===== config.mk =====
export PLATFORM = sky130hd
export DESIGN_NAME = space_packet_header_deframer_flat
export DESIGN_NICKNAME = d
export VERILOG_FILES = /design/src/rtl/core/spd_pkg.sv /design/src/rtl/core/spd_channels.sv /design/src/rtl/core/spd_hdr_check.sv /design/src/rtl/core/space_packet_header_deframer.sv /design/src/flat_wrapper.sv
export SDC_FILE = /design/constraint.sdc
export NUM_CORES = 1
export LEC_CHECK = 0
export ABC_CLOCK_PERIOD_IN_PS = 6400
export BUFFER_PORTS_ARGS = -buffer_cell sky130_fd_sc_hd__buf_4
export CAP_MARGIN = 20
export CORE_ASPECT_RATIO = 0.8
export CORE_MARGIN = 2
export CORE_UTILIZATION = 54
export DETAILED_ROUTE_END_ITERATION = 16
export GPL_ROUTABILITY_DRIVEN = 0
export PLACE_DENSITY_LB_ADDON = 0.05
export RECOVER_POWER = 50
export SYNTH_ARGS = -nofsm -noshare
export SYNTH_HDL_FRONTEND = slang
export SYNTH_HIERARCHICAL = 1
export SYNTH_SLANG_ARGS = --single-unit

===== constraint.sdc =====
create_clock -name clk -period 6.4 [get_ports clk]
set_input_delay 0.32 -clock clk [delete_from_list [all_inputs] [get_ports clk]]
set_output_delay 0.32 -clock clk [all_outputs]
set_load 0.03 [all_outputs]

===== src/rtl/core/spd_pkg.sv =====
// Package for the space packet header deframer: header constants, phase and
// status codes, configuration and result types, and the checksum step.
// No dependencies; every other file of the block but spd_channels imports it.
`timescale 1ns / 1ps
`default_nettype none

package spd_pkg;

  // Header layout: six primary bytes, three secondary bytes, one checksum byte.
  localparam int unsigned HDR_LEN       = 10;
  localparam int unsigned HDR_STORE_LEN = HDR_LEN - 1;
  localparam int unsigned POS_W         = $clog2(HDR_LEN);

  // Bytes counted by the data length field that are not payload (the secondary header).
  localparam logic [15:0] DLEN_OVERHEAD = 16'd3;

  localparam int unsigned CFG_ADDR_W = 2;
  localparam int unsigned CFG_DATA_W = 16;

  localparam logic KIND_HEADER  = 1'b0;
  localparam logic KIND_PAYLOAD = 1'b1;

  typedef enum logic [1:0] {
    PH_IDLE,
    PH_HEADER,
    PH_PAYLOAD,
    PH_DROP
  } phase_t;

  typedef enum logic [2:0] {
    ST_OK       = 3'd0,
    ST_CHECKSUM = 3'd1,
    ST_VERSION  = 3'd2,
    ST_NO_SEC   = 3'd3,
    ST_APID     = 3'd4,
    ST_FRAG     = 3'd5,
    ST_LENGTH   = 3'd6
  } status_t;

  typedef enum logic [CFG_ADDR_W-1:0] {
    CFG_EXPECTED_APID   = 2'd0,
    CFG_MAX_PAYLOAD_LEN = 2'd1,
    CFG_MAX_DATA_LENGTH = 2'd2
  } cfg_idx_t;

  typedef struct packed {
    logic [10:0] expected_apid;
    logic [15:0] max_payload_len;
    logic [15:0] max_data_length;
  } cfg_t;

  typedef logic [HDR_STORE_LEN-1:0][7:0] hdr_bytes_t;

  typedef struct packed {
    logic        item_kind;
    logic [7:0]  out_byte;
    logic        is_last;
    logic [2:0]  status;
    logic        pkt_type;
    logic [1:0]  seq_flags;
    logic [13:0] seq_count;
    logic [15:0] datagram_number;
    logic [3:0]  fragment_count;
    logic [3:0]  fragment_index;
    logic [15:0] data_length;
  } result_t;

  // Outcome of the header checks, handed from the checker to the sequencer.
  typedef struct packed {
    status_t     status;
    logic        payload_follows;
    logic [15:0] payload_len;
    result_t     res;
  } hdr_verdict_t;

  // Ones' complement add of the inverted byte with end-around carry. The sum
  // of two 8-bit values plus the carry never overflows a second time.
  function automatic logic [7:0] sum_add(input logic [7:0] acc, input logic [7:0] b);
    logic [8:0] s;
    s = {1'b0, acc} + {1'b0, ~b};
    return s[7:0] + {7'b0, s[8]};
  endfunction

endpackage

`default_nettype wire


===== src/rtl/core/spd_channels.sv =====
// Channel interfaces of the deframer: the byte input channel and the result
// channel, each with valid/ready and its payload. Depends on nothing.
`timescale 1ns / 1ps
`default_nettype none

interface spd_in_if;
  logic       valid;
  logic       ready;
  logic [7:0] in_byte;
  logic       packet_start;

  modport source (output valid, output in_byte, output packet_start, input ready);
  modport sink   (input valid, input in_byte, input packet_start, output ready);
endinterface

interface spd_out_if;
  logic        valid;
  logic        ready;
  logic        item_kind;
  logic [7:0]  out_byte;
  logic        is_last;
  logic [2:0]  status;
  logic        pkt_type;
  logic [1:0]  seq_flags;
  logic [13:0] seq_count;
  logic [15:0] datagram_number;
  logic [3:0]  fragment_count;
  logic [3:0]  fragment_index;
  logic [15:0] data_length;

  modport source (output valid, output item_kind, output out_byte, output is_last,
                  output status, output pkt_type, output seq_flags,
                  output seq_count, output datagram_number,
                  output fragment_count, output fragment_index,
                  output data_length, input ready);
  modport sink   (input valid, input item_kind, input out_byte, input is_last,
                  input status, input pkt_type, input seq_flags,
                  input seq_count, input datagram_number,
                  input fragment_count, input fragment_index,
                  input data_length, output ready);
endinterface

`default_nettype wire


===== src/rtl/core/spd_hdr_check.sv =====
// Header decode and validation: splits the stored header into its fields and
// picks the first failing check. Depends on spd_pkg.
`timescale 1ns / 1ps
`default_nettype none

module spd_hdr_check (
  input  spd_pkg::hdr_bytes_t   hdr,
  input  logic [7:0]            check_byte,
  input  logic [7:0]            running_sum,
  input  spd_pkg::cfg_t         cfg,
  output spd_pkg::hdr_verdict_t verdict
);
  import spd_pkg::*;

  logic [2:0]  version;
  logic        sec_flag;
  logic [10:0] apid;
  logic [15:0] dlen;
  logic [15:0] pay_len;
  logic [3:0]  fcount;
  logic [3:0]  findex;
  status_t     status;

  assign version  = hdr[0][7:5];
  assign sec_flag = hdr[0][3];
  assign apid     = {hdr[0][2:0], hdr[1]};
  assign dlen     = {hdr[4], hdr[5]};
  assign fcount   = hdr[8][7:4];
  assign findex   = hdr[8][3:0];
  assign pay_len  = dlen - DLEN_OVERHEAD;

  always_comb begin
    priority if (running_sum != check_byte) begin
      status = ST_CHECKSUM;
    end else if (version != 3'd0) begin
      status = ST_VERSION;
    end else if (!sec_flag) begin
      status = ST_NO_SEC;
    end else if (apid != cfg.expected_apid) begin
      status = ST_APID;
    end else if (findex >= fcount) begin
      status = ST_FRAG;
    end else if (dlen < DLEN_OVERHEAD || pay_len > cfg.max_payload_len ||
                 dlen > cfg.max_data_length) begin
      status = ST_LENGTH;
    end else begin
      status = ST_OK;
    end
  end

  always_comb begin
    verdict.status              = status;
    verdict.payload_follows     = (status == ST_OK) && (pay_len != 16'd0);
    verdict.payload_len         = pay_len;
    verdict.res.item_kind       = KIND_HEADER;
    verdict.res.out_byte        = 8'd0;
    verdict.res.is_last         = !verdict.payload_follows;
    verdict.res.status          = status;
    verdict.res.pkt_type        = hdr[0][4];
    verdict.res.seq_flags       = hdr[2][7:6];
    verdict.res.seq_count       = {hdr[2][5:0], hdr[3]};
    verdict.res.datagram_number = {hdr[6], hdr[7]};
    verdict.res.fragment_count  = fcount;
    verdict.res.fragment_index  = findex;
    verdict.res.data_length     = dlen;
  end

endmodule

`default_nettype wire


===== src/rtl/core/space_packet_header_deframer.sv =====
// Top level of the space packet header deframer: input register, packet
// sequencer with header store and checksum, result register.
// Depends on spd_pkg, spd_channels (spd_in_if, spd_out_if) and spd_hdr_check.
//
//   channel  | dir | transfer moves
//   ---------+-----+-------------------------------------------------
//   in_ch    | in  | one packet byte and its packet_start flag
//   out_ch   | out | one header result or one payload byte result
//   cfg_*    | in  | one register write (index, data), no handshake
//
// One byte is taken per cycle unless the output stalls. A byte passes the
// input register and then the result register before its result is on
// out_ch. Reset is synchronous and clears all control state and the valid
// flags, not the data registers. A stalled output holds its result, and
// in_ch.ready drops only while both registers are full and out_ch.ready is low.
`timescale 1ns / 1ps
`default_nettype none

module space_packet_header_deframer (
  input  logic                           clk,
  input  logic                           rst_n,
  spd_in_if.sink                         in_ch,
  spd_out_if.source                      out_ch,
  input  logic                           cfg_we,
  input  logic [spd_pkg::CFG_ADDR_W-1:0] cfg_addr,
  input  logic [spd_pkg::CFG_DATA_W-1:0] cfg_data
);
  import spd_pkg::*;

  cfg_t         cfg_r;

  logic         s1_v_r;
  logic [7:0]   s1_byte_r;
  logic         s1_start_r;

  phase_t       phase_r, phase_nxt;
  logic [POS_W-1:0] pos_r, pos_nxt;
  logic [7:0]   sum_r, sum_nxt;
  logic [15:0]  left_r, left_nxt;
  hdr_bytes_t   hdr_r, hdr_nxt;

  logic         out_v_r;
  result_t      out_r, res_nxt;
  logic         emit;

  logic         out_free;
  logic         s1_adv;
  hdr_verdict_t verdict;

  phase_t       ph_eff;
  logic [POS_W-1:0] pos_eff;
  logic [7:0]   sum_eff;
  logic [15:0]  left_eff;

  assign out_free    = !out_v_r || out_ch.ready;
  assign s1_adv      = s1_v_r && out_free;
  assign in_ch.ready = !s1_v_r || out_free;

  // The header checks only run when the checksum byte arrives without a
  // start flag, so they can look at the stored sum directly.
  spd_hdr_check u_hdr_check (
    .hdr         (hdr_r),
    .check_byte  (s1_byte_r),
    .running_sum (sum_r),
    .cfg         (cfg_r),
    .verdict     (verdict)
  );

  always_comb begin
    // A start flag restarts the header whatever phase the packet was in.
    ph_eff   = s1_start_r ? PH_HEADER : phase_r;
    pos_eff  = s1_start_r ? '0 : pos_r;
    sum_eff  = s1_start_r ? 8'd0 : sum_r;
    left_eff = s1_start_r ? 16'd0 : left_r;

    phase_nxt = phase_r;
    pos_nxt   = pos_r;
    sum_nxt   = sum_r;
    left_nxt  = left_r;
    hdr_nxt   = hdr_r;
    emit      = 1'b0;
    res_nxt   = '0;

    if (s1_adv) begin
      phase_nxt = ph_eff;
      pos_nxt   = pos_eff;
      sum_nxt   = sum_eff;
      left_nxt  = left_eff;
      unique case (ph_eff)
        PH_HEADER: begin
          if (pos_eff < POS_W'(HDR_STORE_LEN)) begin
            for (int i = 0; i < HDR_STORE_LEN; i++) begin
              if (pos_eff == POS_W'(i)) begin
                hdr_nxt[i] = s1_byte_r;
              end
            end
            sum_nxt = sum_add(sum_eff, s1_byte_r);
            pos_nxt = pos_eff + POS_W'(1);
          end else begin
            pos_nxt = '0;
            emit    = 1'b1;
            res_nxt = verdict.res;
            if (verdict.payload_follows) begin
              left_nxt  = verdict.payload_len;
              phase_nxt = PH_PAYLOAD;
            end else begin
              left_nxt  = 16'd0;
              phase_nxt = (verdict.status == ST_OK) ? PH_IDLE : PH_DROP;
            end
          end
        end
        PH_PAYLOAD: begin
          left_nxt          = left_eff - 16'd1;
          emit              = 1'b1;
          res_nxt.item_kind = KIND_PAYLOAD;
          res_nxt.out_byte  = s1_byte_r;
          if (left_nxt == 16'd0) begin
            res_nxt.is_last = 1'b1;
            phase_nxt       = PH_IDLE;
          end
        end
        PH_IDLE, PH_DROP: begin
          // Stray bytes are ignored.
        end
      endcase
    end
  end

  always_ff @(posedge clk) begin
    if (!rst_n) begin
      cfg_r.expected_apid   <= 11'd0;
      cfg_r.max_payload_len <= 16'd1024;
      cfg_r.max_data_length <= 16'd1027;
    end else if (cfg_we) begin
      unique case (cfg_idx_t'(cfg_addr))
        CFG_EXPECTED_APID:   cfg_r.expected_apid   <= cfg_data[10:0];
        CFG_MAX_PAYLOAD_LEN: cfg_r.max_payload_len <= cfg_data;
        CFG_MAX_DATA_LENGTH: cfg_r.max_data_length <= cfg_data;
        default: begin
        end
      endcase
    end
  end

  always_ff @(posedge clk) begin
    if (!rst_n) begin
      s1_v_r  <= 1'b0;
      out_v_r <= 1'b0;
      phase_r <= PH_IDLE;
      pos_r   <= '0;
      sum_r   <= 8'd0;
      left_r  <= 16'd0;
    end else begin
      if (in_ch.ready) begin
        s1_v_r <= in_ch.valid;
      end
      if (out_free) begin
        out_v_r <= emit;
      end
      phase_r <= phase_nxt;
      pos_r   <= pos_nxt;
      sum_r   <= sum_nxt;
      left_r  <= left_nxt;
    end
  end

  // Payload registers; the header store is fully rewritten before any use.
  always_ff @(posedge clk) begin
    if (in_ch.ready && in_ch.valid) begin
      s1_byte_r  <= in_ch.in_byte;
      s1_start_r <= in_ch.packet_start;
    end
    if (emit) begin
      out_r <= res_nxt;
    end
    hdr_r <= hdr_nxt;
  end

  assign out_ch.valid           = out_v_r;
  assign out_ch.item_kind       = out_r.item_kind;
  assign out_ch.out_byte        = out_r.out_byte;
  assign out_ch.is_last         = out_r.is_last;
  assign out_ch.status          = out_r.status;
  assign out_ch.pkt_type        = out_r.pkt_type;
  assign out_ch.seq_flags       = out_r.seq_flags;
  assign out_ch.seq_count       = out_r.seq_count;
  assign out_ch.datagram_number = out_r.datagram_number;
  assign out_ch.fragment_count  = out_r.fragment_count;
  assign out_ch.fragment_index  = out_r.fragment_index;
  assign out_ch.data_length     = out_r.data_length;

endmodule

`default_nettype wire


===== src/flat_wrapper.sv =====
// flat-port wrapper written by rule: the top's interface ports become plain ports
module space_packet_header_deframer_flat import spd_pkg::*;
  (clk, rst_n, cfg_we, cfg_addr, cfg_data, in_ch_valid, in_ch_in_byte, in_ch_packet_start, in_ch_ready, out_ch_valid, out_ch_item_kind, out_ch_out_byte, out_ch_is_last, out_ch_status, out_ch_pkt_type, out_ch_seq_flags, out_ch_seq_count, out_ch_datagram_number, out_ch_fragment_count, out_ch_fragment_index, out_ch_data_length, out_ch_ready);
  spd_in_if in_ch_i ();
  spd_out_if out_ch_i ();
  input  logic clk;
  input  logic rst_n;
  input  logic cfg_we;
  input  logic [spd_pkg::CFG_ADDR_W-1:0] cfg_addr;
  input  logic [spd_pkg::CFG_DATA_W-1:0] cfg_data;
  input wire logic [$bits(in_ch_i.valid)-1:0] in_ch_valid;
  input wire logic [$bits(in_ch_i.in_byte)-1:0] in_ch_in_byte;
  input wire logic [$bits(in_ch_i.packet_start)-1:0] in_ch_packet_start;
  output wire logic [$bits(in_ch_i.ready)-1:0] in_ch_ready;
  output wire logic [$bits(out_ch_i.valid)-1:0] out_ch_valid;
  output wire logic [$bits(out_ch_i.item_kind)-1:0] out_ch_item_kind;
  output wire logic [$bits(out_ch_i.out_byte)-1:0] out_ch_out_byte;
  output wire logic [$bits(out_ch_i.is_last)-1:0] out_ch_is_last;
  output wire logic [$bits(out_ch_i.status)-1:0] out_ch_status;
  output wire logic [$bits(out_ch_i.pkt_type)-1:0] out_ch_pkt_type;
  output wire logic [$bits(out_ch_i.seq_flags)-1:0] out_ch_seq_flags;
  output wire logic [$bits(out_ch_i.seq_count)-1:0] out_ch_seq_count;
  output wire logic [$bits(out_ch_i.datagram_number)-1:0] out_ch_datagram_number;
  output wire logic [$bits(out_ch_i.fragment_count)-1:0] out_ch_fragment_count;
  output wire logic [$bits(out_ch_i.fragment_index)-1:0] out_ch_fragment_index;
  output wire logic [$bits(out_ch_i.data_length)-1:0] out_ch_data_length;
  input wire logic [$bits(out_ch_i.ready)-1:0] out_ch_ready;
  assign in_ch_i.valid = in_ch_valid;
  assign in_ch_i.in_byte = in_ch_in_byte;
  assign in_ch_i.packet_start = in_ch_packet_start;
  assign in_ch_ready = in_ch_i.ready;
  assign out_ch_valid = out_ch_i.valid;
  assign out_ch_item_kind = out_ch_i.item_kind;
  assign out_ch_out_byte = out_ch_i.out_byte;
  assign out_ch_is_last = out_ch_i.is_last;
  assign out_ch_status = out_ch_i.status;
  assign out_ch_pkt_type = out_ch_i.pkt_type;
  assign out_ch_seq_flags = out_ch_i.seq_flags;
  assign out_ch_seq_count = out_ch_i.seq_count;
  assign out_ch_datagram_number = out_ch_i.datagram_number;
  assign out_ch_fragment_count = out_ch_i.fragment_count;
  assign out_ch_fragment_index = out_ch_i.fragment_index;
  assign out_ch_data_length = out_ch_i.data_length;
  assign out_ch_i.ready = out_ch_ready;
  space_packet_header_deframer u_core (.clk(clk), .rst_n(rst_n), .in_ch(in_ch_i), .out_ch(out_ch_i), .cfg_we(cfg_we), .cfg_addr(cfg_addr), .cfg_data(cfg_data));
endmodule

**Word level (Yosys, flattened, before mapping)**

Index checks and enable logic that the tools add are counted.

- Equal/unequal tests: 14
- Bitwise operators: 3
- Shift operators: 0
- $lt $le $gt $ge: 5
- Add/subtract/negate cells: 5
- Reductions and logical operators: 29
- Multiply operators: 0
- Multiplexer cells: 28
- Div/mod/pow operators: 0

Operator list:

| cell | number |
|---|---|
| $mux W61 | 1 |
| $mux W16 | 3 |
| $reduce_and A4 Y1 | 9 |
| $gt A16 B16 Y1 | 2 |
| $pmux W16 S2 | 1 |
| $mux W8 | 3 |
| $pmux W10 S2 | 1 |
| $mux W3 | 6 |
| $eq A4 B3 Y1 const B | 4 |
| $logic_not A16 Y1 | 1 |
| $lt A16 B2 Y1 const B | 1 |
| $reduce_bool A16 Y1 | 1 |
| $sub A16 B1 Y16 const B | 1 |
| $sub A16 B2 Y16 const B | 1 |
| $mux W4 | 3 |
| $ne A11 B11 Y1 | 1 |
| $mux W2 | 5 |
| $add A8 B8 Y9 | 1 |
| $add A8 B1 Y8 | 1 |
| $eq A4 B2 Y1 const B | 2 |
| $ne A8 B8 Y1 | 1 |
| $not A8 Y8 | 1 |
| $reduce_and A2 Y1 | 3 |
| $add A4 B1 Y4 const B | 1 |
| 18 further kinds | 30 |

- Latch bits: 0
- Memories kept: 0
- ROM bits: 0
- Logic and storage cells: 115
- Memory bits (writable): 0
- Input port bits: 32
- Flip-flop bits (word level): 226
- Output and inout port bits: 72

**Longest topological paths before layout**

Gate-level depths: netlist of the first run.

- Depth after elaboration: 15
- Mapped depth: 19
- Mapped depth without buffers: 18

**Hierarchy**

Netlist of the first run, hierarchy kept.

By module, submodules not included:

| module | area each (sq um) | sequential area each (sq um) | cells each | times used |
|---|---|---|---|---|
| space_packet_header_deframer | 9,391.5 | 6,035.8 | 787 | 1 |
| spd_hdr_check | 2,079.5 | 0.0 | 287 | 1 |

**Worst setup path after synthesis of the first run**

No wires, ideal clock.

- Kind: register to register
- Start: register u_core.s1_start_r
- End: register u_core.out_r (netlist bit u_core/out_ch.data_length[0]), enable pin
- Setup time: 0.525 ns
- Path buffers: 4
- Stages on the path, launching flop included: 10
- Period minus slack after synthesis: 5.941 ns
- Data arrival time: 5.416 ns
- Data required time: 5.875 ns
- Slack: 0.459 ns
- Cell sequence: edfxtp_1 -> buf_2 -> inv_1 -> buf_2 -> clkbuf_1 -> nand2_1 -> ha_1 -> nand2b_1 -> clkbuf_1 -> a21oi_1

- Longest elaborated chain between the ends: 5
- Elaborated cells on any way between the ends: 8
- Classes of those cells: 1 x order compare; 2 x eq/ne; 5 x mux

RTL lines:

| item | RTL line | text |
|---|---|---|
| start: declaration | space_packet_header_deframer.sv:34 | `logic s1_start_r;` |
| start signal: assignment | space_packet_header_deframer.sv:171 | `s1_start_r <= in_ch.packet_start;` |
| $mux W4 | space_packet_header_deframer.sv:72 | `pos_eff = s1_start_r ? '0 : pos_r;` |
| $lt A4 B4 Y1 | space_packet_header_deframer.sv:91 | `if (pos_eff < POS_W'(HDR_STORE_LEN)) begin` |
| $mux W1 | space_packet_header_deframer.sv:91 |  |
| $pmux W1 S2 * | space_packet_header_deframer.sv:89 | `unique case (ph_eff)` |
| $mux W1 * | space_packet_header_deframer.sv:84 | `if (s1_adv) begin` |
| net u_core.emit | space_packet_header_deframer.sv:44 | `logic emit;` |
| end signal: assignment | space_packet_header_deframer.sv:174 | `out_r <= res_nxt;` |
| end: declaration | space_packet_header_deframer.sv:43 | `result_t out_r, res_nxt;` |

Mark *: on every way through the listed nets, which the timed path passes. The rest lies on a longest branch.
A chain may end at the register's enable or synchronous reset.

==> results.sh, run 1 <==
export IMPL_cts_sinks=226
export IMPL_antenna_found_initial=0
export IMPL_fp_dieW_um=167
export IMPL_via_per_inst=5.61
export IMPL_grt_overflow=0
export IMPL_synth_async_sr_flop_share_pct=0
export IMPL_drt_total_wl_um=27000
export IMPL_finalClockSkew_ps=16.5
export IMPL_holdBufCountCts=9
export IMPL_finalCritPeriodShare_pct=76.6
export IMPL_cts_buffers=24
export IMPL_syn2layout_area_growth_pct=9.88
export IMPL_avgSynthCellArea_um2=10.7
export IMPL_critPathRequiredTime_ps=6870
export IMPL_synth_edf_count=151
export IMPL_final_area_um2=12600
export IMPL_root_buffer="clkbuf_16"
export IMPL_syn_cell_area_um2=11500
export IMPL_rsz0062_at_grt="no"
export IMPL_fin_cells=1398
export IMPL_synth_seq_cells=226
export IMPL_worstPathMaxFanout=9
export IMPL_ant_nets=0
export IMPL_cts_max_level=1
export IMPL_insertion_delay_ps=520
export IMPL_p_leak_nw=4.68
export IMPL_path_class="flop to flop"
export IMPL_yosys_cell_types_count=68
export IMPL_p_int_mw=2.47
export IMPL_worstMarginPinSlew_ps=1020
export IMPL_dieArea_um2=22400
export IMPL_first_pass_iters=5
export IMPL_critical_path_arrival_ps=5370
export IMPL_grt_use_total_pct=23.8
export IMPL_combPwrFrac_pct=5.0
export IMPL_diodes=0
export IMPL_clkTransAtPathRegs_ps=60
export IMPL_setup_tns_ps=0
export IMPL_power_share_clock_pct=44.0
export IMPL_post_route_min_period_ps=4910
export IMPL_synth_top_cells_by_count="edfxtp_1 (151), nand2_1 (119), dfxtp_1 (75)"
export IMPL_placed_cell_area_um2=12000
export IMPL_hp_class="input port to flop"
export IMPL_chipHeight_um=134
export IMPL_max_cap_viol_count=0
export IMPL_drt_iter0_markers=694
export IMPL_ys_flop_type="edfxtp_1"
export IMPL_ys_top_cells_by_area="edfxtp_1 (40%), dfxtp_1 (13%), ha_1 (6.1%)"
export IMPL_outcome="finished clean"
export IMPL_ir_drop_v=0.000193
export IMPL_synth_top_cell_by_area="edfxtp_1"
export IMPL_relSlewSlack_pct=32.1
export IMPL_start_kind="flop"
export IMPL_numPortBuffers=103
export IMPL_ys_seq_area_share_pct=52.6
export IMPL_grt_pass1_wl_um=41700
export IMPL_drc_errors=0
export IMPL_end_kind="flop"
export IMPL_fin_nets=1200
export IMPL_routed_via_count=7848
export IMPL_synth_most_common_cell="edfxtp_1"
export IMPL_ioPinCount=104
export IMPL_rrSetupSlack_ps=1490
export IMPL_pwr_share_seq_pct=51.0
export IMPL_grt_pass1_vias=7214
export IMPL_row_count=47
export IMPL_fmax_mhz=204
export IMPL_hpwl_um=18200
export IMPL_cts_resized_gates=0
export IMPL_clk_path_buf_depth=3
export IMPL_cts_setup_buffers=0
export IMPL_finalSetupViolCount=0
export IMPL_power_density_nw_per_um2=251
export IMPL_yosys_area_top_type_share_pct=39.5
export IMPL_start_util_pct=55.3
export IMPL_yosys_warnings=6
export IMPL_hold_viol=0
export IMPL_grt_start_max_net_pins=79
export IMPL_synth_cells=1074
export IMPL_coreArea_um2=20800
export IMPL_switching_share_pct=21.9
export IMPL_p_switching_uw=692
export IMPL_drv_slew=0
export IMPL_dp_cells=1341
export IMPL_wl_per_cell_um=19.3
export IMPL_layout_drive_gt1_share_pct=8.24
export IMPL_cts_tree="yes"
## kinds of logic after synthesis
logic type      after synthesis  synth area share [%]
simple gates                379                  17.9
flops                       226                  52.6
buf+inv                     179                  8.22
compound gates              171                  10.0
fa+ha+maj                    57                  6.28
xor+xnor                     48                  3.80
mux                          13                  1.13
other cells                   1                0.0327
## path summary, 6_finish.rpt
path,start,end,cells after the start
setup / recovery,u_core/hdr_r[40],u_core/left_r[6],17
setup reg to reg,u_core/hdr_r[40],u_core/left_r[6],17
hold / removal,cfg_data[0],u_core/cfg_r[0],3
hold reg to reg,u_core/cfg_r[29],u_core/cfg_r[29],2
## flip-flops by register name, summed over array words and instances (netlist names)
| name | count |
|---|---|
| u_core/hdr_r | 72 |
| u_core/cfg_r | 43 |
| u_core/left_r | 16 |
| u_core/out_ch.data_length | 16 |
| u_core/out_ch.datagram_number | 16 |
| u_core/out_ch.seq_count | 14 |
| u_core/out_ch.out_byte | 8 |
| u_core/s1_byte_r | 8 |
| u_core/sum_r | 8 |
| u_core/out_ch.fragment_count | 4 |
| u_core/out_ch.fragment_index | 4 |
| u_core/pos_r | 4 |
| u_core/out_ch.status | 3 |
| u_core/out_ch.seq_flags | 2 |
| u_core/phase_r | 2 |
| u_core/out_ch.is_last | 1 |
| u_core/out_ch.item_kind | 1 |
| u_core/out_ch.pkt_type | 1 |
| u_core/out_ch.valid | 1 |
| u_core/s1_start_r | 1 |
| u_core/s1_v_r | 1 |
## placed cells by master (no fill, tap or decap), drive strengths merged, types with 33 or more instances in the layout
master  count
and3       66
inv        60
xor2       34
edfxtp    151
nand2     119
dfxtp      75
clkbuf    120
o21ai      36
a21oi      35
nor2b      40
a21boi     33
nor2       38
ha         56
## power groups by stage
stage / registers, mW / logic (mW) / clock network (mW)
after floorplan: 1.62 / 0.108 / 0
after global placement: 1.64 / 0.151 / 0
after detailed placement: 1.64 / 0.151 / 0
after CTS: 1.61 / 0.157 / 1.42
after global routing: 1.61 / 0.176 / 1.47
final: 1.61 / 0.157 / 1.39
## worst max-delay path: stages (launching register included)
cell and delay [ps]:
edfxtp_1 500, a211oi_1 510, nand2_1 210, nor4_1 370, xor2_1 230, ha_1 270
a21o_1 160, a21o_1 180, a221o_1 300, o31a_1 290, a211oi_1 410, and4_1 320
inv_1 60, nor2_1 390, buf_4 250, a22oi_1 90, o21ai_0 170, and2_1 140
## stage by stage
stage	hold WS, ps	setup slack (ps)	total power, mW	util, %
2_1_floorplan	419	459	1.73	-
3_3_place_gp	453	1620	1.79	57.6
3_5_place_dp	459	1560	1.79	57.6
4_1_cts	31.7	1540	3.19	61.9
5_1_grt	52.8	1150	3.26	60.7
6_report	46.2	1490	3.16	60.7
## layout make-up
class / instances / area (um2)
fill: 1762 / 8150
sequential: 226 / 6040
multi-input combinational: 677 / 4540
clock buffer: 34 / 688
timing repair buffer: 122 / 662
tap: 269 / 337
inverter: 60 / 225
clock inverter: 10 / 116
## per-layer routing
layer  track usage [%]  vias to the layer above  wire, um
met2              34.5                      272     11400
met4              5.46                        0       554
li1                  -                     3802         -
met5                 0                        -         0
met1              37.8                     3735     13100
met3              3.39                       39      1930
No activity file was read; power rests on OpenSTA's default activity.
==> run 2: changes to the inputs <==
--- a/config.mk
+++ b/config.mk
@@ -5,7 +5,7 @@
 export SDC_FILE = /design/constraint.sdc
 export NUM_CORES = 1
 export LEC_CHECK = 0
-export ABC_CLOCK_PERIOD_IN_PS = 6400
+export ABC_CLOCK_PERIOD_IN_PS = 4200
 export BUFFER_PORTS_ARGS = -buffer_cell sky130_fd_sc_hd__buf_4
 export CAP_MARGIN = 20
 export CORE_ASPECT_RATIO = 0.8
==> constraint.sdc (replaced) <==
create_clock -name clk -period 4.2 [get_ports clk]
set_input_delay 0.21 -clock clk [delete_from_list [all_inputs] [get_ports clk]]
set_output_delay 0.21 -clock clk [all_outputs]
set_load 0.03 [all_outputs]
==> results.sh, run 2 (synthesized netlist as in run 1, its figures left out) <==
export IMPL_largest_reg_flops=72
export IMPL_start_util_pct=55.3
export IMPL_diodes=0
export IMPL_path_class="flop to flop"
export IMPL_start_kind="flop"
export IMPL_cts_tree="yes"
export IMPL_insertion_delay_ps=520
export IMPL_hp_class="input port to flop"
export IMPL_hpwl_um=18500
export IMPL_relSlewSlack_pct=32.3
export IMPL_final_common_cell="edfxtp_1"
export IMPL_clkTransAtPathRegs_ps=60
export IMPL_root_buffer="clkbuf_16"
export IMPL_post_route_min_period_ps=4190
export IMPL_outcome="finished clean"
export IMPL_ioPinCount=104
export IMPL_drt_total_wl_um=27200
export IMPL_clk_path_buf_depth=3
export IMPL_max_cap_viol_count=0
export IMPL_critical_path_arrival_ps=4640
export IMPL_finalClockSkew_ps=19.5
export IMPL_top_regs="u_core/hdr_r (72), u_core/cfg_r (43)"
export IMPL_worstPathMaxFanout=4
export IMPL_first_pass_iters=7
export IMPL_drc_errors=0
export IMPL_p_leak_nw=5.04
export IMPL_routed_via_count=8123
export IMPL_finalCritPeriodShare_pct=99.7
export IMPL_grt_use_total_pct=24.1
export IMPL_fin_nets=1277
export IMPL_regMostFlops="u_core/hdr_r"
export IMPL_ant_nets=0
export IMPL_dieArea_um2=22400
export IMPL_antenna_found_initial=0
export IMPL_cts_sinks=226
export IMPL_drt_iter0_markers=645
export IMPL_grt_start_max_net_pins=79
export IMPL_dpl_worst_slack_ps=-123
export IMPL_ir_drop_v=0.000338
export IMPL_final_cell_mix="edfxtp_1 (151), nand2_1 (119), clkbuf_1 (94)"
export IMPL_worstMarginPinSlew_ps=1010
export IMPL_finalSetupViolCount=0
export IMPL_syn2layout_area_growth_pct=15.9
export IMPL_layout_drive_gt1_share_pct=13.2
export IMPL_row_count=47
export IMPL_wl_per_cell_um=18.4
export IMPL_critPathRequiredTime_ps=4650
export IMPL_coreArea_um2=20800
export IMPL_placed_cell_area_um2=12400
export IMPL_fp_dieW_um=167
export IMPL_via_per_inst=5.51
export IMPL_numPortBuffers=103
export IMPL_grt_pass1_wl_um=42300
export IMPL_rsz0062_at_grt="yes"
export IMPL_cts_buffers=24
export IMPL_power_density_nw_per_um2=363
export IMPL_grt_pass1_vias=7590
export IMPL_hold_viol=0
export IMPL_cts_max_level=1
export IMPL_fmax_mhz=239
export IMPL_hold_slack_ps=51.9
export IMPL_drv_slew=0
export IMPL_final_area_um2=13300
export IMPL_chipHeight_um=134
export IMPL_worst_slack_ps=12.5
export IMPL_end_kind="flop"
export IMPL_grt_overflow=0
## run 2: final cells by class
cell class                      count  area, um2
Fill cell                        1712       7460
Multi-Input combinational cell    677       4670
Clock buffer                       32        652
Sequential cell                   226       6040
Timing Repair Buffer              199       1240
Tap cell                          269        337
Clock inverter                     12        135
Inverter                           60        225
## run 2: where the power goes
group	switching (mW)	internal (mW)	leakage, nW	total (mW)
combinational	0.174	0.112	2.83	0.287
sequential	0.0277	2.40	1.83	2.42
clock	0.846	1.27	0.387	2.12
## run 2: timing repair
| action | in CTS | in global routing |
|---|---|---|
| endpoints found under the setup margin | 17 | 18 |
| endpoints found under the hold margin | 50 | 0 |
| setup buffers | 4 | 3 |
| pin swaps | 2 | 18 |
| resized for setup | 6 | 24 |
| hold buffers | 26 | 0 |
## run 2: through the flow
step	TNS [ps]	std cells	util, %	power, mW
floorplan	0	1082	-	2.63
finish	0	1475	64.1	4.83
global placement	-33.8	1395	59.6	2.74
CTS	0	1469	64.9	4.88
detailed placement	-1020	1395	59.6	2.74
global route	-1010	1475	64.1	4.99
## run 2: worst paths after layout
check / slack [ps] / startpoint / to / cells past startpoint
min: 50 / cfg_addr[1] / u_core/cfg_r[22] / 4
max reg2reg: 10 / u_core/hdr_r[44] / u_core/phase_r[0] / 17
min reg2reg: 460 / u_core/cfg_r[13] / u_core/cfg_r[13] / 2
max: 10 / u_core/hdr_r[44] / u_core/phase_r[0] / 17
## run 2: per-layer routing
layer	vias up	GRT usage [%]	wire, um
met4	0	6.61	434
met3	33	3.54	1860
met2	257	36.4	12000
li1	3955	-	-
met1	3878	36.4	12900
met5	-	0	0
## run 2: worst max-delay path, cell delays in order, from the launching register on
cell	delay [ps]
edfxtp_1	440
or4_4	590
or2_4	270
nor3_2	140
xor2_1	120
ha_1	290
nand4_1	140
nor4_2	330
a21boi_2	210
o31a_1	220
a211oi_4	70
o41ai_4	450
nor3_2	100
nor4_2	260
buf_4	170
o21ai_2	50
a21oi_1	150
o21a_1	130
